==> src/hw/rtl/assert_macros.svh <==
// Assertion macros used by the deframer sequencer.
// Each macro expects signals named clock and reset in the using scope.
`ifndef ASSERT_MACROS_SVH
`define ASSERT_MACROS_SVH
// Consequent must hold in the same cycle as the antecedent.
`define SLD_ASSERT_NOW(lbl, ante, cons, msg) \
   lbl: assert property (@(posedge clock) disable iff (reset) (ante) |-> (cons)) \
      else $error(msg);
// Consequent must hold in the cycle after the antecedent.
`define SLD_ASSERT_NEXT(lbl, ante, cons, msg) \
   lbl: assert property (@(posedge clock) disable iff (reset) (ante) |=> (cons)) \
      else $error(msg);
`endif

==> src/hw/rtl/sld_pkg.sv <==
// Package for the sync/length/checksum deframer: constants, codes and types.
// No dependencies; used by the frame store, check unit, sequencer and top level.
package sld_pkg;

   localparam int DEPTH_DEFAULT = 64;
   localparam int ID_BYTES      = 16;
   localparam int MIN_FRAME     = 6;
   localparam int LEN_W         = 10;
   localparam int OFFSET_W      = 6;
   localparam int MASK_W        = 64;

   localparam logic [7:0]        START_BYTE     = 8'h01;
   localparam logic [7:0]        CLASS_CONFIRM  = 8'hC0;
   localparam logic [7:0]        CLASS_RESPONSE = 8'h80;
   localparam logic [MASK_W-1:0] MASK_RESET     = 64'h3F;

   typedef enum logic [1:0] {
      KIND_BROADCAST = 2'd0,
      KIND_RESPONSE  = 2'd1,
      KIND_CONFIRM   = 2'd2
   } kind_type;

   typedef enum logic [2:0] {
      ST_IDLE,
      ST_EVAL,
      ST_SUM,
      ST_CKHI,
      ST_CMP,
      ST_EREAD,
      ST_ELOAD,
      ST_EWAIT
   } state_type;

   // What the registered memory read data holds this cycle, for the check unit
   typedef enum logic [1:0] {
      TAG_NONE,
      TAG_SUM,
      TAG_LO
   } tag_type;

   typedef struct packed {
      logic    clear;
      tag_type tag;
   } chk_ctrl_type;

endpackage

==> src/hw/rtl/sld_req_if.sv <==
// Input byte channel of the deframer: valid/ready handshake plus one radio byte.
// No dependencies.
interface sld_req_if;
   logic       valid;
   logic       ready;
   logic [7:0] rx_byte;

   modport source (output valid, output rx_byte, input ready);
   modport sink   (input valid, input rx_byte, output ready);
endinterface

==> src/hw/rtl/sld_rsp_if.sv <==
// Result channel of the deframer: valid/ready handshake plus one body byte record.
// No dependencies.
interface sld_rsp_if;
   logic       valid;
   logic       ready;
   logic [1:0] frame_kind;
   logic [5:0] message_type;
   logic [15:0] message_id;
   logic [5:0] byte_offset;
   logic [7:0] body_byte;
   logic       last_byte;

   modport source (output valid, output frame_kind, output message_type,
                   output message_id, output byte_offset, output body_byte,
                   output last_byte, input ready);
   modport sink   (input valid, input frame_kind, input message_type,
                   input message_id, input byte_offset, input body_byte,
                   input last_byte, output ready);
endinterface

==> src/hw/rtl/sld_frame_store.sv <==
// Frame byte memory: one write port, one read port with registered data.
// Depends on sld_pkg.
module sld_frame_store
   import sld_pkg::*;
#(
   parameter int BUFFER_DEPTH = DEPTH_DEFAULT,
   localparam int AW = $clog2(BUFFER_DEPTH)
) (
   input  logic          clock,
   input  logic          wr_en,
   input  logic [AW-1:0] wr_addr,
   input  logic [7:0]    wr_data,
   input  logic [AW-1:0] rd_addr,
   output logic [7:0]    rd_data
);

   logic [7:0] mem [BUFFER_DEPTH];
   logic [7:0] rd_data_ff;

   // Write the incoming byte
   always_ff @(posedge clock) begin
      if (wr_en) begin
         mem[wr_addr] <= wr_data;
      end
   end

   // Register the read data
   always_ff @(posedge clock) begin
      rd_data_ff <= mem[rd_addr];
   end

   assign rd_data = rd_data_ff;

endmodule

==> src/hw/rtl/sld_check_unit.sv <==
// Shared checksum unit: accumulates frame bytes and compares with the checksum word.
// Depends on sld_pkg.
module sld_check_unit
   import sld_pkg::*;
(
   input  logic         clock,
   input  chk_ctrl_type ctrl,
   input  logic [7:0]   rd_data,
   output logic         sum_match
);

   logic [15:0] sum_ff;
   logic [7:0]  lo_ff;

   // Accumulate or capture according to the tag of the returning read
   always_ff @(posedge clock) begin
      if (ctrl.clear) begin
         sum_ff <= '0;
      end else begin
         unique case (ctrl.tag)
            TAG_SUM:  sum_ff <= sum_ff + {8'd0, rd_data};
            TAG_LO:   lo_ff  <= rd_data;
            TAG_NONE: ;
            default:  ;
         endcase
      end
   end

   // Checksum high byte arrives directly on the read data
   assign sum_match = (sum_ff == {rd_data, lo_ff});

endmodule

==> src/hw/rtl/sld_sequencer.sv <==
// Deframer sequencer: byte intake, header capture, frame check and body emission.
// Depends on sld_pkg, sld_req_if, sld_rsp_if and assert_macros.svh.
`include "assert_macros.svh"
module sld_sequencer
   import sld_pkg::*;
#(
   parameter int BUFFER_DEPTH = DEPTH_DEFAULT,
   localparam int AW = $clog2(BUFFER_DEPTH)
) (
   input  logic              clock,
   input  logic              reset,
   sld_req_if.sink           req_ch,
   sld_rsp_if.source         rsp_ch,
   input  logic              csr_write_en,
   input  logic [MASK_W-1:0] csr_write_data,
   output logic              mem_we,
   output logic [AW-1:0]     mem_waddr,
   output logic [7:0]        mem_wdata,
   output logic [AW-1:0]     mem_raddr,
   input  logic [7:0]        mem_rdata,
   output chk_ctrl_type      chk_ctrl,
   input  logic              sum_match
);

   state_type         state_ff, state_in;
   logic [AW-1:0]     fill_ff, fill_in;
   logic [AW-1:0]     idx_ff, idx_in;
   logic [AW-1:0]     cs_ff, cs_in;
   kind_type          kind_ff, kind_in;
   tag_type           tag_ff, tag_in;
   logic [MASK_W-1:0] mask_ff;
   logic              rsp_valid_ff, rsp_valid_in;

   logic [7:0]  type_ff, lenb_ff, lenr_ff, idlo_ff, idhi_ff;
   logic [1:0]  out_kind_ff;
   logic [5:0]  out_type_ff;
   logic [15:0] out_id_ff;
   logic [5:0]  out_off_ff;
   logic [7:0]  out_byte_ff;
   logic        out_last_ff;

   logic             accept, take, load_out, clear_sum, frame_done, cs_ok, type_ok;
   logic [AW-1:0]    wr_off;
   kind_type         kind_now;
   logic [LEN_W-1:0] fill_w, cs_w;

   assign accept = req_ch.valid && req_ch.ready;

   // Drop a partial frame that has filled the store
   assign wr_off = (fill_ff >= AW'(BUFFER_DEPTH - 1)) ? '0 : fill_ff;
   assign take   = accept && ((wr_off != '0) || (req_ch.rx_byte == START_BYTE));

   // Classify from the stored type byte
   always_comb begin
      if ((type_ff & CLASS_CONFIRM) == CLASS_CONFIRM) begin
         kind_now = KIND_CONFIRM;
      end else if ((type_ff & CLASS_RESPONSE) == CLASS_RESPONSE) begin
         kind_now = KIND_RESPONSE;
      end else begin
         kind_now = KIND_BROADCAST;
      end
   end

   // Completion test and checksum position
   assign fill_w = LEN_W'(fill_ff);
   always_comb begin
      unique case (kind_now)
         KIND_CONFIRM: begin
            frame_done = (fill_w >= LEN_W'(ID_BYTES + 6));
            cs_w       = LEN_W'(ID_BYTES + 4);
         end
         KIND_RESPONSE: begin
            frame_done = (fill_w >= LEN_W'(ID_BYTES + 5)) &&
                         (fill_w >= LEN_W'(ID_BYTES + 7) + LEN_W'(lenr_ff));
            cs_w       = LEN_W'(ID_BYTES + 5) + LEN_W'(lenr_ff);
         end
         default: begin
            frame_done = (fill_w >= LEN_W'(5) + LEN_W'(lenb_ff));
            cs_w       = LEN_W'(3) + LEN_W'(lenb_ff);
         end
      endcase
      frame_done = frame_done && (fill_w >= LEN_W'(MIN_FRAME));
   end

   assign cs_ok   = (cs_w + LEN_W'(1)) < LEN_W'(BUFFER_DEPTH);
   // Types with bit 6 set fall outside the mask for broadcasts and responses
   assign type_ok = !((kind_now != KIND_CONFIRM) && type_ff[6]) && mask_ff[type_ff[5:0]];

   // Next state
   always_comb begin
      state_in = state_ff;
      unique case (state_ff)
         ST_IDLE:  if (take && (wr_off != '0)) state_in = ST_EVAL;
         ST_EVAL:  state_in = (frame_done && cs_ok) ? ST_SUM : ST_IDLE;
         ST_SUM:   if (idx_ff == cs_ff) state_in = ST_CKHI;
         ST_CKHI:  state_in = ST_CMP;
         ST_CMP:   state_in = (sum_match && type_ok) ? ST_EREAD : ST_IDLE;
         ST_EREAD: state_in = ST_ELOAD;
         ST_ELOAD: state_in = ST_EWAIT;
         ST_EWAIT: begin
            if (rsp_ch.ready) state_in = out_last_ff ? ST_IDLE : ST_ELOAD;
         end
         default:  state_in = ST_IDLE;
      endcase
   end

   // Sequencer outputs
   always_comb begin
      fill_in      = fill_ff;
      idx_in       = idx_ff;
      cs_in        = cs_ff;
      kind_in      = kind_ff;
      tag_in       = TAG_NONE;
      mem_raddr    = idx_ff;
      mem_we       = 1'b0;
      clear_sum    = 1'b0;
      load_out     = 1'b0;
      rsp_valid_in = rsp_valid_ff;
      unique case (state_ff)
         ST_IDLE: begin
            if (accept) begin
               fill_in = take ? (wr_off + AW'(1)) : '0;
               mem_we  = take;
            end
         end
         ST_EVAL: begin
            if (frame_done) begin
               fill_in   = '0;
               cs_in     = AW'(cs_w);
               idx_in    = AW'(1);
               kind_in   = kind_now;
               clear_sum = 1'b1;
            end
         end
         ST_SUM: begin
            tag_in = (idx_ff == cs_ff) ? TAG_LO : TAG_SUM;
            idx_in = idx_ff + AW'(1);
         end
         ST_CKHI: ;
         ST_CMP: idx_in = AW'(2);
         ST_EREAD: ;
         ST_ELOAD: begin
            load_out     = 1'b1;
            rsp_valid_in = 1'b1;
         end
         ST_EWAIT: begin
            if (rsp_ch.ready) begin
               rsp_valid_in = 1'b0;
               idx_in       = idx_ff + AW'(1);
               mem_raddr    = idx_ff + AW'(1);
            end
         end
         default: ;
      endcase
   end

   assign mem_waddr      = wr_off;
   assign mem_wdata      = req_ch.rx_byte;
   assign chk_ctrl.clear = clear_sum;
   assign chk_ctrl.tag   = tag_ff;
   assign req_ch.ready   = (state_ff == ST_IDLE);

   // Control registers
   always_ff @(posedge clock) begin
      if (reset) begin
         state_ff     <= ST_IDLE;
         fill_ff      <= '0;
         idx_ff       <= '0;
         cs_ff        <= '0;
         kind_ff      <= KIND_BROADCAST;
         tag_ff       <= TAG_NONE;
         rsp_valid_ff <= 1'b0;
         mask_ff      <= MASK_RESET;
      end else begin
         state_ff     <= state_in;
         fill_ff      <= fill_in;
         idx_ff       <= idx_in;
         cs_ff        <= cs_in;
         kind_ff      <= kind_in;
         tag_ff       <= tag_in;
         rsp_valid_ff <= rsp_valid_in;
         if (csr_write_en) mask_ff <= csr_write_data;
      end
   end

   // Capture header bytes as they are stored
   always_ff @(posedge clock) begin
      if (mem_we) begin
         if (wr_off == AW'(1))            type_ff <= req_ch.rx_byte;
         if (wr_off == AW'(2))            lenb_ff <= req_ch.rx_byte;
         if (wr_off == AW'(ID_BYTES + 2)) idlo_ff <= req_ch.rx_byte;
         if (wr_off == AW'(ID_BYTES + 3)) idhi_ff <= req_ch.rx_byte;
         if (wr_off == AW'(ID_BYTES + 4)) lenr_ff <= req_ch.rx_byte;
      end
   end

   // Load the result register from the returning body byte
   always_ff @(posedge clock) begin
      if (load_out) begin
         out_kind_ff <= kind_ff;
         out_type_ff <= type_ff[5:0];
         out_id_ff   <= (kind_ff == KIND_BROADCAST) ? 16'd0 : {idhi_ff, idlo_ff};
         out_off_ff  <= OFFSET_W'(idx_ff);
         out_byte_ff <= mem_rdata;
         out_last_ff <= ((idx_ff + AW'(1)) == cs_ff);
      end
   end

   assign rsp_ch.valid        = rsp_valid_ff;
   assign rsp_ch.frame_kind   = out_kind_ff;
   assign rsp_ch.message_type = out_type_ff;
   assign rsp_ch.message_id   = out_id_ff;
   assign rsp_ch.byte_offset  = out_off_ff;
   assign rsp_ch.body_byte    = out_byte_ff;
   assign rsp_ch.last_byte    = out_last_ff;

   `SLD_ASSERT_NOW(a_no_intake_while_emitting, req_ch.ready, !rsp_valid_ff, "byte taken while emitting")
   `SLD_ASSERT_NOW(a_valid_only_in_wait, rsp_valid_ff, state_ff == ST_EWAIT, "result outside wait state")
   `SLD_ASSERT_NOW(a_body_inside_frame, state_ff == ST_ELOAD, idx_ff < cs_ff, "body read past checksum")
   `SLD_ASSERT_NEXT(a_last_ends_frame, rsp_ch.valid && rsp_ch.ready && rsp_ch.last_byte, state_ff == ST_IDLE, "no return to idle after last byte")

endmodule

==> src/hw/rtl/sync_length_checksum_deframer.sv <==
// Sync/length/checksum deframer, top level.
// Input channel req_ch carries one radio byte per transfer; bytes are dropped
// until a 0x01 start byte, then stored until the frame (confirmation, response
// or broadcast, chosen by the type byte) is complete.
// An ordinary byte is taken while idle and then tested for a complete frame
// in the evaluation state. A completing byte then runs the checksum over the
// single memory read port and the shared 16-bit adder, one byte a cycle,
// then compares it with the stored checksum word. A passing frame is emitted
// on rsp_ch as one transfer per body byte, each held until it is taken.
// req_ch.ready is high only while idle, so a stalling receiver holds the
// result register and no new byte is taken until the last body byte is gone.
// csr_write_data loads the 64-bit valid type mask when csr_write_en is high;
// write it only while idle.
// Reset (synchronous) clears the frame fill count, idles the sequencer and sets
// the mask to accept types 0 to 5. No clearing pass is needed.
// Depends on sld_pkg, both channel interfaces and the three submodules.
module sync_length_checksum_deframer
   import sld_pkg::*;
#(
   parameter int BUFFER_DEPTH = DEPTH_DEFAULT,
   localparam int AW = $clog2(BUFFER_DEPTH)
) (
   input  logic              clock,
   input  logic              reset,
   sld_req_if.sink           req_ch,
   sld_rsp_if.source         rsp_ch,
   input  logic              csr_write_en,
   input  logic [MASK_W-1:0] csr_write_data
);

   logic          mem_we;
   logic [AW-1:0] mem_waddr, mem_raddr;
   logic [7:0]    mem_wdata, mem_rdata;
   chk_ctrl_type  chk_ctrl;
   logic          sum_match;

   // Sequencer
   sld_sequencer #(.BUFFER_DEPTH(BUFFER_DEPTH)) u_seq (
      .clock          (clock),
      .reset          (reset),
      .req_ch         (req_ch),
      .rsp_ch         (rsp_ch),
      .csr_write_en   (csr_write_en),
      .csr_write_data (csr_write_data),
      .mem_we         (mem_we),
      .mem_waddr      (mem_waddr),
      .mem_wdata      (mem_wdata),
      .mem_raddr      (mem_raddr),
      .mem_rdata      (mem_rdata),
      .chk_ctrl       (chk_ctrl),
      .sum_match      (sum_match)
   );

   // Frame store
   sld_frame_store #(.BUFFER_DEPTH(BUFFER_DEPTH)) u_store (
      .clock   (clock),
      .wr_en   (mem_we),
      .wr_addr (mem_waddr),
      .wr_data (mem_wdata),
      .rd_addr (mem_raddr),
      .rd_data (mem_rdata)
   );

   // Checksum unit
   sld_check_unit u_chk (
      .clock     (clock),
      .ctrl      (chk_ctrl),
      .rd_data   (mem_rdata),
      .sum_match (sum_match)
   );

endmodule
==> src/flat_wrapper.sv <==
// flat-port wrapper written by rule: the top's interface ports become plain ports
module sync_length_checksum_deframer_flat import sld_pkg::*;
#(
   parameter int BUFFER_DEPTH = DEPTH_DEFAULT,
   localparam int AW = $clog2(BUFFER_DEPTH)
)
  (clock, reset, csr_write_en, csr_write_data, req_ch_valid, req_ch_rx_byte, req_ch_ready, rsp_ch_valid, rsp_ch_frame_kind, rsp_ch_message_type, rsp_ch_message_id, rsp_ch_byte_offset, rsp_ch_body_byte, rsp_ch_last_byte, rsp_ch_ready);
  sld_req_if req_ch_i ();
  sld_rsp_if rsp_ch_i ();
  input  logic clock;
  input  logic reset;
  input  logic csr_write_en;
  input  logic [MASK_W-1:0] csr_write_data;
  input wire logic [$bits(req_ch_i.valid)-1:0] req_ch_valid;
  input wire logic [$bits(req_ch_i.rx_byte)-1:0] req_ch_rx_byte;
  output wire logic [$bits(req_ch_i.ready)-1:0] req_ch_ready;
  output wire logic [$bits(rsp_ch_i.valid)-1:0] rsp_ch_valid;
  output wire logic [$bits(rsp_ch_i.frame_kind)-1:0] rsp_ch_frame_kind;
  output wire logic [$bits(rsp_ch_i.message_type)-1:0] rsp_ch_message_type;
  output wire logic [$bits(rsp_ch_i.message_id)-1:0] rsp_ch_message_id;
  output wire logic [$bits(rsp_ch_i.byte_offset)-1:0] rsp_ch_byte_offset;
  output wire logic [$bits(rsp_ch_i.body_byte)-1:0] rsp_ch_body_byte;
  output wire logic [$bits(rsp_ch_i.last_byte)-1:0] rsp_ch_last_byte;
  input wire logic [$bits(rsp_ch_i.ready)-1:0] rsp_ch_ready;
  assign req_ch_i.valid = req_ch_valid;
  assign req_ch_i.rx_byte = req_ch_rx_byte;
  assign req_ch_ready = req_ch_i.ready;
  assign rsp_ch_valid = rsp_ch_i.valid;
  assign rsp_ch_frame_kind = rsp_ch_i.frame_kind;
  assign rsp_ch_message_type = rsp_ch_i.message_type;
  assign rsp_ch_message_id = rsp_ch_i.message_id;
  assign rsp_ch_byte_offset = rsp_ch_i.byte_offset;
  assign rsp_ch_body_byte = rsp_ch_i.body_byte;
  assign rsp_ch_last_byte = rsp_ch_i.last_byte;
  assign rsp_ch_i.ready = rsp_ch_ready;
  sync_length_checksum_deframer #(.BUFFER_DEPTH(BUFFER_DEPTH)) u_core (.clock(clock), .reset(reset), .req_ch(req_ch_i), .rsp_ch(rsp_ch_i), .csr_write_en(csr_write_en), .csr_write_data(csr_write_data));
endmodule
==> config.mk <==
export PLATFORM = sky130hd
export DESIGN_NAME = sync_length_checksum_deframer_flat
export DESIGN_NICKNAME = d
export VERILOG_FILES = /design/src/hw/rtl/sld_pkg.sv /design/src/hw/rtl/sld_req_if.sv /design/src/hw/rtl/sld_rsp_if.sv /design/src/hw/rtl/sld_frame_store.sv /design/src/hw/rtl/sld_check_unit.sv /design/src/hw/rtl/sld_sequencer.sv /design/src/hw/rtl/sync_length_checksum_deframer.sv /design/src/flat_wrapper.sv
export VERILOG_INCLUDE_DIRS = /design/src /design/src/hw/rtl
export SDC_FILE = /design/constraint.sdc
export NUM_CORES = 1
export LEC_CHECK = 0
export ABC_AREA = 1
export BUFFER_PORTS_ARGS = -buffer_cell sky130_fd_sc_hd__buf_2
export CORE_MARGIN = 5
export CORE_UTILIZATION = 32
export DETAILED_ROUTE_END_ITERATION = 8
export PLACE_DENSITY_LB_ADDON = 0.2
export RECOVER_POWER = 50
export SYNTH_ARGS = -nofsm -noshare
export SYNTH_HDL_FRONTEND = slang
export SYNTH_SLANG_ARGS = --single-unit
==> constraint.sdc <==
create_clock -name clock -period 4.9 [get_ports clock]
set_input_delay 0.98 -clock clock [delete_from_list [all_inputs] [get_ports clock]]
set_output_delay 0.98 -clock clock [all_outputs]
set_load 0.01 [all_outputs]
==> results.md, run 1 <==
- Status: finished, violations left
- Violated checks: capacitance limit, slew limit
- Kind of start point of the critical path: input port
- GRT Overall Usage: 0.162
- Clock tree from TritonCTS: done
- Dpl hpwl: 53500 um
- Maximum VDD drop: 0.228 mV
- DRT iter0 DRCs: 1795
- Total Die Area: 103000 sq um
- Die height: 321 um
- Cell type with the highest occurrence count on the critical path: sky130_fd_sc_hd__clkbuf_1
- Total power density per cell area: 360 nW/um^2
- Final Critical Period: 4.24 ns
- Endpoint of the worst hold path: u_core.u_seq.mask_ff[0]
- Sort of element at the end of the critical path: flip-flop
- Global-route wire length before repair: 128000 um
- Mapped Area: 31000 sq um
- Worst-path clk slew: 0.06 ns
- Drt pass-1 iters: 5
- Routed wire length: 85600 um
- Most common flop cell mapped by yosys: sky130_fd_sc_hd__edfxtp_1
- Leakage: 13.9 nW
- Vias in the first global route: 20500
- Slowest library cell on the worst path: sky130_fd_sc_hd__clkbuf_1
- Post-cts gate resize count: 0
- Via count of the routed design: 21300
- Cell type with the highest aggregate area in the netlist: sky130_fd_sc_hd__edfxtp_1
- Average wire per standard cell: 19.5 um
- Per-instance average area after synthesis: 10.6 sq um
- Cells on Worst Hold Path: 2
- Register-to-register setup slack: 0.98 ns
- Cell depth of the worst flop-to-flop path: 14
- Root buf cell: sky130_fd_sc_hd__clkbuf_16
- Fraction of the cycle the final worst path needs: 0.865
- Total global routing overflow: 0
- WP data arrival: 4.15 ns
- Horizontal die dimension: 321 um
- Total negative slack for setup checks: 0 ns
- Final number of max-transition violations: 588
- Clock tree buffer depth: 3
- Sequential share of the synthesized area: 0.654
- Share of async-settable or async-resettable flops after synthesis: 0
- Placer Congestion: 0.808
- Startpoint of the worst register-to-register path: u_core.u_seq.type_ff[0]
- Clock sinks: 713
- Post-synthesis net count: 3020
- Required @ worst endpoint: 4.82 ns
- Largest fanout on the critical path: 54
- Antenna violations before repair: 0
- DR vias/cell: 4.85
- Total setup buffers inserted after CTS: 0
- CTS H-Tree Depth: 3
- Critical-path cell list: clkbuf_1 > clkbuf_1
- Core area: 96400 sq um
- Fraction of layout cells with a size suffix above 1: 0.114
- MaxCap Viol Count: 14
- DRC violation count after routing: 0
- Commonest cells in the netlist: 599 x sky130_fd_sc_hd__edfxtp_1, 468 x sky130_fd_sc_hd__nand2_1, 347 x sky130_fd_sc_hd__nand3_1, 342 x sky130_fd_sc_hd__inv_1, 299 x sky130_fd_sc_hd__nor2_1
- Largest cells by area after synthesis: sky130_fd_sc_hd__edfxtp_1 58%, sky130_fd_sc_hd__dfxtp_1 7.4%, sky130_fd_sc_hd__o211ai_1 5.8%
- Category of cells accounting for the largest share of critical-path delay: buffers and inverters
- Launching element of the worst setup path: req_ch_rx_byte[3]
- Worst r2r dst: u_core.u_seq.state_ff[2]
- Number of failing hold endpoints at the final stage: 0
- Number of I/O port buffers: 117
- Setup repair after global routing missed its margin: no
- Proportion of netlist area held by the largest area contributor: 0.580
- Number of synthesized flops with an enable pin: 599
- Number of register bits inferred by synthesis: 713
- I/O pins: 118
- Hold WC Path Type: flip-flop to flip-flop
- Kind of critical path: input port to flip-flop
- Antenna Diode Count: 0
- Final nets: 3161
- Largest stage delay on the critical path: 2.42 ns
- Transition time at the pin with the least slew margin: 4.04 ns
- Most common cell in the netlist: sky130_fd_sc_hd__edfxtp_1
- CTS buffer count: 79
- Final clock skew: 0.0331 ns
- Number of standard cells after synthesis: 2913
- Unique cell type count in the Yosys netlist: 48
- Final Hold Slack: 0.454 ns
- Remaining max-slew budget at the tightest pin: -1.69
- Final setup violation count: 0
- Total buffers and inverters traversed by the critical path: 2
- Later-pin clock latency in the skew report: 0.63 ns
- Synthesis warning total: 0
- Starting density of the core: 0.322
- Antenna violation net count after detailed routing: 0
- Pin count of the biggest net entering global routing: 112
- Post-layout total power: 0.0129 W
- Total of hold buffers inserted after clock tree synthesis: 0
- Max Clk Rate: 236 MHz
- Placement Rows: 114
- Launch instance of the worst min-delay path: u_core.u_seq.mask_ff[0]
- Syn-to-layout area delta: 15.5%
[cell type report]
type / instances / area, sq um
sequential: 713 / 20300
inverter: 355 / 1340
fill: 9631 / 60600
clock inverter: 41 / 373
multi-input combinational: 1689 / 8680
tap: 1276 / 1600
timing repair buffer: 216 / 1360
clock buffer: 101 / 2190
[through the flow]
step	util	std cells	cell area (sq um)	setup WS, ns
finish	0.371	4391	35800	0.664
floorplan	-	2913	31000	1.75
detailed placement	0.346	4249	33300	1.28
global route	0.371	4391	35800	0.507
global placement	0.346	4249	33300	1.37
CTS	0.372	4391	35900	1.27
[registers in the layout, indices dropped and copies added, names as in the netlist, 16 cells and up]
signal and cells:
u_core.u_chk.sum_ff 16, u_core.u_store.mem 512, u_core.u_seq.rsp_ch.message_id 16, u_core.u_seq.mask_ff 64
[layer usage]
layer | track usage | vias up | wire length, um
li1 | - | 10400 | -
met1 | 0.224 | 10300 | 38800
met2 | 0.267 | 484 | 40900
met3 | 0.0262 | 102 | 4150
met4 | 0.0430 | 0 | 1680
met5 | 0 | - | 0
[how the worst max path moves through the flow]
stage | slack, ns | cells after the start | endpoint
2_1_floorplan | 1.75 | 16 | u_core.u_chk.lo_ff[0]
3_3_place_gp | 1.37 | 15 | u_core.u_chk.lo_ff[4]
3_5_place_dp | 1.28 | 15 | u_core.u_chk.lo_ff[4]
4_1_cts | 1.27 | 15 | u_core.u_chk.lo_ff[0]
5_1_grt | 0.51 | 2 | u_core.u_store.mem[15][1]
6_report | 0.66 | 2 | u_core.u_store.mem[10][3]
[layout by cell type, fill, tap and decap left out, types with 7 or more instances in the layout]
master,n
sky130_fd_sc_hd__dfxtp_1,114
sky130_fd_sc_hd__inv_2,11
sky130_fd_sc_hd__buf_12,7
sky130_fd_sc_hd__o21ai_0,118
sky130_fd_sc_hd__buf_4,79
sky130_fd_sc_hd__ha_1,29
sky130_fd_sc_hd__buf_2,108
sky130_fd_sc_hd__xor2_1,23
sky130_fd_sc_hd__nand2_1,468
sky130_fd_sc_hd__a21oi_1,71
sky130_fd_sc_hd__clkinv_2,15
sky130_fd_sc_hd__nor3_1,15
sky130_fd_sc_hd__nand3_1,347
sky130_fd_sc_hd__nor2_1,299
sky130_fd_sc_hd__nand2_2,12
sky130_fd_sc_hd__clkinv_1,14
sky130_fd_sc_hd__clkbuf_1,33
sky130_fd_sc_hd__clkbuf_16,83
sky130_fd_sc_hd__nand4_1,9
sky130_fd_sc_hd__o211ai_1,240
sky130_fd_sc_hd__xnor2_1,11
sky130_fd_sc_hd__edfxtp_1,599
sky130_fd_sc_hd__inv_1,342
[cells by family (layout without fill, tap and decap cells)]
family	count (synthesis)	count (layout)	synth area share
compound gates	455	455	0.0947
xor+xnor	34	34	0.00960
fa+ha+maj	30	30	0.0123
buf+inv	511	713	0.0672
flops	713	713	0.654
mux	1	1	0.000323
simple gates	1169	1169	0.162
[power by group]
group	internal, W	total, W	switching (W)
combinational	0.0000959	0.000323	0.000227
sequential	0.00662	0.00665	0.0000308
clock	0.00348	0.00591	0.00242
(Power assumes the default switching activity.)
==> run 2: changes to the inputs <==
CELL_PAD_IN_SITES_DETAIL_PLACEMENT = 1   (was not set)
CELL_PAD_IN_SITES_GLOBAL_PLACEMENT = 2   (was not set)
==> results.md, run 2 (synthesis results as in run 1) <==
- Status: finished, violations left
- Violated checks: capacitance limit, slew limit
- Cells on Worst Hold Path: 2 (unchanged)
- Endpoint of the worst hold path: u_core.u_seq.mask_ff[1]
- Total negative slack for setup checks: 0 ns (unchanged)
- Worst r2r dst: u_core.u_seq.state_ff[2]
- Number of I/O port buffers: 117 (unchanged)
- Global-route wire length before repair: 149000 um (+16%)
- Fraction of the cycle the final worst path needs: 0.861 (-0.00327)
- Clock tree buffer depth: 3 (unchanged)
- Most common cell after layout, fill and taps aside: sky130_fd_sc_hd__edfxtp_1
- Vias in the first global route: 23100 (+13%)
- Root buf cell: sky130_fd_sc_hd__clkbuf_16
- Antenna Diode Count: 0 (unchanged)
- Die height: 321 um (unchanged)
- Via count of the routed design: 22100 (+3.6%)
- Largest stage delay on the critical path: 2.89 ns (+0.47 ns)
- Pin count of the biggest net entering global routing: 107 (-4.5%)
- Final nets: 3169 (+0.25%)
- Largest Register: u_core.u_store.mem
- WP data arrival: 4.06 ns (-0.09 ns)
- Sort of element at the end of the critical path: flip-flop
- Final number of max-transition violations: 600 (+2.0%)
- Count of placed standard cells including taps: 4252 (+0.071%)
- Maximum VDD drop: 0.301 mV (+32%)
- GRT Overall Usage: 0.190 (+0.0279)
- Later-pin clock latency in the skew report: 0.65 ns (+0.02 ns)
- Startpoint of the worst register-to-register path: u_core.u_seq.type_ff[0]
- DRT iter0 DRCs: 1474 (-18%)
- Finished Cell Area: 36200 sq um (+1.0%)
- Total global routing overflow: 0 (unchanged)
- Total power density per cell area: 377 nW/um^2 (+4.9%)
- Category of cells accounting for the largest share of critical-path delay: buffers and inverters
- Clock tree from TritonCTS: done
- DR vias/cell: 5.01 (+3.2%)
- Final clock skew: 0.0272 ns (-0.00590 ns)
- Core area: 96400 sq um (unchanged)
- Horizontal die dimension: 321 um (unchanged)
- Hold WC Path Type: flip-flop to flip-flop
- Commonest cells after routing, fill and taps aside: 599 x sky130_fd_sc_hd__edfxtp_1, 468 x sky130_fd_sc_hd__nand2_1, 347 x sky130_fd_sc_hd__nand3_1
- CTS buffer count: 84 (+6.3%)
- Total setup buffers inserted after CTS: 0 (unchanged)
- Clock sinks: 713 (unchanged)
- Antenna violation net count after detailed routing: 0 (unchanged)
- Cell depth of the worst flop-to-flop path: 14 (unchanged)
- Routed wire length: 99400 um (+16%)
- Kind of start point of the critical path: input port
- Drt pass-1 iters: 5 (unchanged)
- Total buffers and inverters traversed by the critical path: 2 (unchanged)
- Kind of critical path: input port to flip-flop
- Largest registers in the final layout: u_core.u_store.mem: 512 flops, u_core.u_seq.mask_ff: 64 flops
- Max Clk Rate: 237 MHz (+0.38%)
- Total of hold buffers inserted after clock tree synthesis: 0 (unchanged)
- Post-cts gate resize count: 0 (unchanged)
- Launch instance of the worst min-delay path: u_core.u_seq.mask_ff[1]
- Syn-to-layout area delta: 16.7%
- Setup repair after global routing missed its margin: no
- Fraction of layout cells with a size suffix above 1: 0.110 (-0.00438)
- Placement Rows: 114 (unchanged)
- Placer Congestion: 0.839 (+3.9%)
- Average wire per standard cell: 22.6 um (+16%)
- Dpl hpwl: 64600 um (+21%)
- Register-to-register setup slack: 0.76 ns (-0.22 ns)
- Final Critical Period: 4.22 ns (-0.0160 ns)
- Number of failing hold endpoints at the final stage: 0 (unchanged)
- Slowest library cell on the worst path: sky130_fd_sc_hd__clkbuf_1
- Total Die Area: 103000 sq um (unchanged)
- Required @ worst endpoint: 4.74 ns (-0.08 ns)
- Final core utilization: 0.375 (+0.00388)
- MaxCap Viol Count: 10 (-4)
- Worst-path clk slew: 0.06 ns (about the same)
- DRC violation count after routing: 0 (unchanged)
- Antenna violations before repair: 3 (+3)
- Final setup violation count: 0 (unchanged)
- CTS H-Tree Depth: 3 (unchanged)
- Starting density of the core: 0.322 (unchanged)
- Final Instance Count excl. Fillers: 4406 (+0.34%)
- Critical-path cell list: buf_2 > clkbuf_1
- Largest fanout on the critical path: 69 (+28%)
- Leakage: 14.1 nW (+0.97%)
- Number of flip-flops in the largest register: 512 (unchanged)
- Remaining max-slew budget at the tightest pin: -1.78 (-0.0867)
- Area post-placement: 33300 sq um (about the same)
- Transition time at the pin with the least slew margin: 4.17 ns (+0.130 ns)
- I/O pins: 118 (unchanged)
==> run 2: cell count changes in the layout (fill, tap and decap cells not counted), moves of 2 or more <==
cell                        before  now
sky130_fd_sc_hd__bufinv_16       6   16
sky130_fd_sc_hd__clkbuf_2        2    5
sky130_fd_sc_hd__buf_2         108   76
sky130_fd_sc_hd__clkbuf_16      83   87
sky130_fd_sc_hd__buf_4          79   84
sky130_fd_sc_hd__clkinv_8        0    2
sky130_fd_sc_hd__clkbuf_8        5    1
sky130_fd_sc_hd__clkbuf_1       33   58
sky130_fd_sc_hd__clkinv_1       14   16
==> run 2: report_power, final <==
group	switching (W)	internal (W)
registers	0.0000339	0.00662
logic	0.000239	0.0000948
clock network	0.00257	0.00410
total	0.00284	0.0108
==> run 2: tightest hold or removal path, cell delays in order (launching register included) <==
cell	delay (ns)
sky130_fd_sc_hd__dfxtp_1	0.32
sky130_fd_sc_hd__nand2_1	0.05
sky130_fd_sc_hd__nand3_1	0.05
==> run 2: worst max-delay path by stage <==
stage                            start                  endpoint  slack, ns  cells past startpoint
2_1_floorplan  u_core.u_seq.lenr_ff[0]     u_core.u_chk.lo_ff[0]       1.75                     16
3_3_place_gp   u_core.u_seq.lenr_ff[0]     u_core.u_chk.lo_ff[0]       0.97                     15
3_5_place_dp   u_core.u_seq.lenr_ff[0]     u_core.u_chk.lo_ff[1]       0.79                     17
4_1_cts        u_core.u_seq.lenr_ff[0]     u_core.u_chk.lo_ff[0]       0.78                     17
5_1_grt        u_core.u_seq.type_ff[0]  u_core.u_seq.state_ff[2]       0.26                     14
6_report             req_ch_rx_byte[0]  u_core.u_store.mem[7][0]       0.68                      2
==> run 2: area by class of cell <==
class                   instances  area [sq um]
repair buffers                219          1370
inverters                     355          1340
clock buffers                 102          2240
multi-input cells            1689          8680
flip-flops and latches        713         20300
well taps                    1276          1600
clock inverters                52           683
fillers                     10700         60200
==> run 2: layer usage <==
metal	up-vias	part of all wire	global-route usage
met3	149	0.049	0.0372
met1	11000	0.45	0.253
li1	10400	-	-
met4	0	0.031	0.0577
met5	-	0	0
met2	476	0.47	0.315
==> run 2: stage by stage <==
stage,hold WS (ns),total power [W],worst slack [ns]
after floorplan,0.403,0.00691,1.75
after global placement,0.442,0.00710,0.973
after detailed placement,0.448,0.00712,0.786
after CTS,0.464,0.0138,0.781
after global routing,0.491,0.0141,0.259
final,0.458,0.0137,0.680
==> run 3: changes to the inputs <==
SETUP_SLACK_MARGIN = 0.5   (was not set)
SYNTH_HIERARCHICAL = 1   (was not set)
==> results.md, run 3 <==
- Starting density of the core: 0.321 (about the same)
- Setup repair after global routing missed its margin: no
- Total met3 wirelength after detailed routing: 3190 um (-35%)
- Unique cell type count in the Yosys netlist: 48 (unchanged)
- Post-cts gate resize count: 0 (unchanged)
- Total Die Area: 103000 sq um (-0.21%)
- DR vias/cell: 4.95 (-1.2%)
- Dpl hpwl: 58300 um (-9.7%)
- Average wire per standard cell: 21.1 um (-6.4%)
- MaxCap Viol Count: 10 (unchanged)
- Most common cell after layout, fill and taps aside: sky130_fd_sc_hd__nand2_1
- Share of async-settable or async-resettable flops after synthesis: 0 (unchanged)
- Sequential share of the synthesized area: 0.655 (+0.00140)
- Largest registers in the final layout: u_core/u_store/mem: 512 flops, u_core/u_seq/mask_ff: 64 flops
- Commonest cells in the netlist: 878 x sky130_fd_sc_hd__nand2_1, 599 x sky130_fd_sc_hd__edfxtp_1, 556 x sky130_fd_sc_hd__nand3_1, 279 x sky130_fd_sc_hd__nor2_1, 114 x sky130_fd_sc_hd__dfxtp_1
- Final clock skew: 0.0332 ns (+0.00607 ns)
- Kind of start point of the critical path: input port
- Horizontal die dimension: 321 um (-0.10%)
- Fraction of the cycle the final worst path needs: 0.825 (-0.0364)
- Hold WC Path Type: flip-flop to flip-flop
- Remaining max-slew budget at the tightest pin: -1.52 (+0.263)
- Transition time at the pin with the least slew margin: 3.78 ns (-0.395 ns)
- Via count of the routed design: 22200 (+0.63%)
- Core area: 96300 sq um (-0.15%)
- Slowest library cell on the worst path: sky130_fd_sc_hd__clkbuf_1
- Number of register bits inferred by synthesis: 713 (unchanged)
- Total setup buffers inserted after CTS: 0 (unchanged)
- Total negative slack for setup checks: 0 ns (unchanged)
- Violated checks: capacitance limit, slew limit
- Wl on met1: 44000 um (-1.0%)
- Leakage: 13.4 nW (-4.6%)
- Clock tree buffer depth: 3 (unchanged)
- Clock sinks: 713 (unchanged)
- Number of failing hold endpoints at the final stage: 0 (unchanged)
- Pin count of the biggest net entering global routing: 130 (+21%)
- Syn-to-layout area delta: 15.2%
- Per-instance average area after synthesis: 10.3 sq um (-3.2%)
- Later-pin clock latency in the skew report: 0.65 ns (about the same)
- Drt pass-1 iters: 5 (unchanged)
- Critical-path cell list: clkbuf_1 > clkbuf_1
- Largest fanout on the critical path: 65 (-5.8%)
- I/O pins: 118 (unchanged)
- Finished Cell Area: 35600 sq um (-1.5%)
- DRT iter0 DRCs: 1476 (+0.14%)
- Number of standard cells after synthesis: 3004 (+3.1%)
- Final nets: 3253 (+2.7%)
- Post-route worst setup slack: 0.858 ns (+0.178 ns)
- Final Critical Period: 4.04 ns (-0.178 ns)
- Total global routing overflow: 0 (unchanged)
- Final Hold Slack: 0.462 ns (+0.00426 ns)
- Maximum VDD drop: 0.255 mV (-15%)
- Most common flop cell mapped by yosys: sky130_fd_sc_hd__edfxtp_1
- Global-route wire length before repair: 145000 um (-2.5%)
- GRT Overall Usage: 0.182 (-0.00810)
- Number of synthesized flops with an enable pin: 599 (unchanged)
- Root buf cell: sky130_fd_sc_hd__clkbuf_16
- Cell type with the highest aggregate area in the netlist: sky130_fd_sc_hd__edfxtp_1
- CTS buffer count: 83 (-1.2%)
- Largest Register: u_core/u_store/mem
- Final setup violation count: 0 (unchanged)
- Required @ worst endpoint: 4.78 ns (+0.04 ns)
- Total of hold buffers inserted after clock tree synthesis: 0 (unchanged)
- Vias in the first global route: 23300 (+0.94%)
- CTS H-Tree Depth: 3 (unchanged)
- Number of flip-flops in the largest register: 512 (unchanged)
- Final number of max-transition violations: 625 (+4.2%)
- Mapped Area: 30900 sq um (-0.21%)
- Routed wire length: 94800 um (-4.6%)
- Clock tree from TritonCTS: done
- Proportion of netlist area held by the largest area contributor: 0.581 (+0.00124)
- Sort of element at the end of the critical path: flip-flop
- Antenna violations before repair: 0 (-3)
- Cell type with the highest occurrence count on the critical path: sky130_fd_sc_hd__clkbuf_1
- Count of filler cells inserted in the layout: 10800 (+0.66%)
- Max Clk Rate: 247 MHz (+4.4%)
- Commonest cells after routing, fill and taps aside: 878 x sky130_fd_sc_hd__nand2_1, 599 x sky130_fd_sc_hd__edfxtp_1, 556 x sky130_fd_sc_hd__nand3_1
- Post-synthesis net count: 3111 (+3.0%)
- Met2 layer wire length in the routed design: 45400 um (-3.2%)
- Total buffers and inverters traversed by the critical path: 2 (unchanged)
- Kind of critical path: input port to flip-flop
- Synthesis warning total: 6 (+6)
- Placer Congestion: 0.803 (-4.3%)
- Antenna violation net count after detailed routing: 0 (unchanged)
- Largest stage delay on the critical path: 2.66 ns (-0.23 ns)
- Top sig layer: met4
- Largest cells by area after synthesis: sky130_fd_sc_hd__edfxtp_1 58%, sky130_fd_sc_hd__nand2_1 11%, sky130_fd_sc_hd__nand3_1 9.0%
- WP data arrival: 3.92 ns (-0.14 ns)
- Area post-placement: 33000 sq um (-1.1%)
- Status: finished, violations left
- DRC violation count after routing: 0 (unchanged)
- Placement Rows: 114 (unchanged)
- Most common cell in the netlist: sky130_fd_sc_hd__nand2_1
- Total power density per cell area: 371 nW/um^2 (-1.6%)
- Worst setup slack before clock tree synthesis: 1.15 ns (+0.366 ns)
- Number of I/O port buffers: 117 (unchanged)
- Worst-path clk slew: 0.06 ns (about the same)
- Fraction of layout cells with a size suffix above 1: 0.113 (+0.00314)
- Die height: 321 um (-0.10%)
- Category of cells accounting for the largest share of critical-path delay: buffers and inverters
run 3: cell types whose count changed after synthesis, sizes merged, moves of 16 or more:
cell,previous run,this run
nand2,485,884
o211ai,240,1
inv,354,118
nand3,349,561
a21oi,73,38
buf,94,128
o21ai,124,100
clkbuf,62,41
nor2,303,287
run 3: area by class of cell:
cell class / instances / area [sq um] / share of cell area
flip-flops and latches: 713 / 20300 / 0.569
multi-input cells: 2002 / 9150 / 0.257
clock buffers: 113 / 2230 / 0.0626
well taps: 1276 / 1600 / 0.0448
repair buffers: 226 / 1460 / 0.0409
clock inverters: 37 / 459 / 0.0129
inverters: 120 / 459 / 0.0129
diodes: 1 / 2.50 / 0.0000702
run 3: final timing paths:
| path | startpoint | end | slack (ns) | depth (start not counted) |
|---|---|---|---|---|
| worst max-delay path | req_ch_rx_byte[0] | u_core/u_store/mem[24][0] | 0.86 | 2 |
| worst max register to register | u_core/u_seq/fill_ff[1] | u_core/u_store/mem[24][3] | 1.22 | 11 |
| worst min register to register | u_core/u_seq/mask_ff[2] | u_core/u_seq/mask_ff[2] | 0.46 | 2 |
| worst min-delay path | u_core/u_seq/mask_ff[2] | u_core/u_seq/mask_ff[2] | 0.46 | 2 |
run 3: where the power goes:
group / internal [W] / switching (W) / leakage (nW)
registers: 0.00662 / 0.0000360 / 6.32
logic: 0.000108 / 0.000263 / 5.80
clock network: 0.00372 / 0.00248 / 1.31
total: 0.0104 / 0.00278 / 13.4
run 3: worst min-delay path: stages, from the launching register on:
cell and delay (ns):
sky130_fd_sc_hd__dfxtp_1 0.32, sky130_fd_sc_hd__nand2_1 0.05, sky130_fd_sc_hd__nand3_1 0.06
run 3: routing by layer:
layer,global-route usage,vias up
met5,0,-
met4,0.0454,0
met3,0.0260,115
met2,0.309,344
met1,0.246,11200
li1,-,10600
run 3: kinds of logic (layout without fill, tap and decap cells):
logic type,after synthesis,after routing,synth area share
other cells,0,1,0
compound gates,157,157,0.0274
fa+ha+maj,30,30,0.0124
flops,713,713,0.655
xor+xnor,36,36,0.0102
buf+inv,289,496,0.0505
simple gates,1779,1779,0.244
run 3: metrics by stage:
| stage | instances | util | total power [W] |
|---|---|---|---|
| global route | 4487 | 0.370 | 0.0137 |
| global placement | 4337 | 0.343 | 0.00714 |
| floorplan | 3004 | - | 0.00698 |
| detailed placement | 4337 | 0.343 | 0.00716 |
| finish | 4488 | 0.370 | 0.0132 |
| CTS | 4487 | 0.371 | 0.0134 |
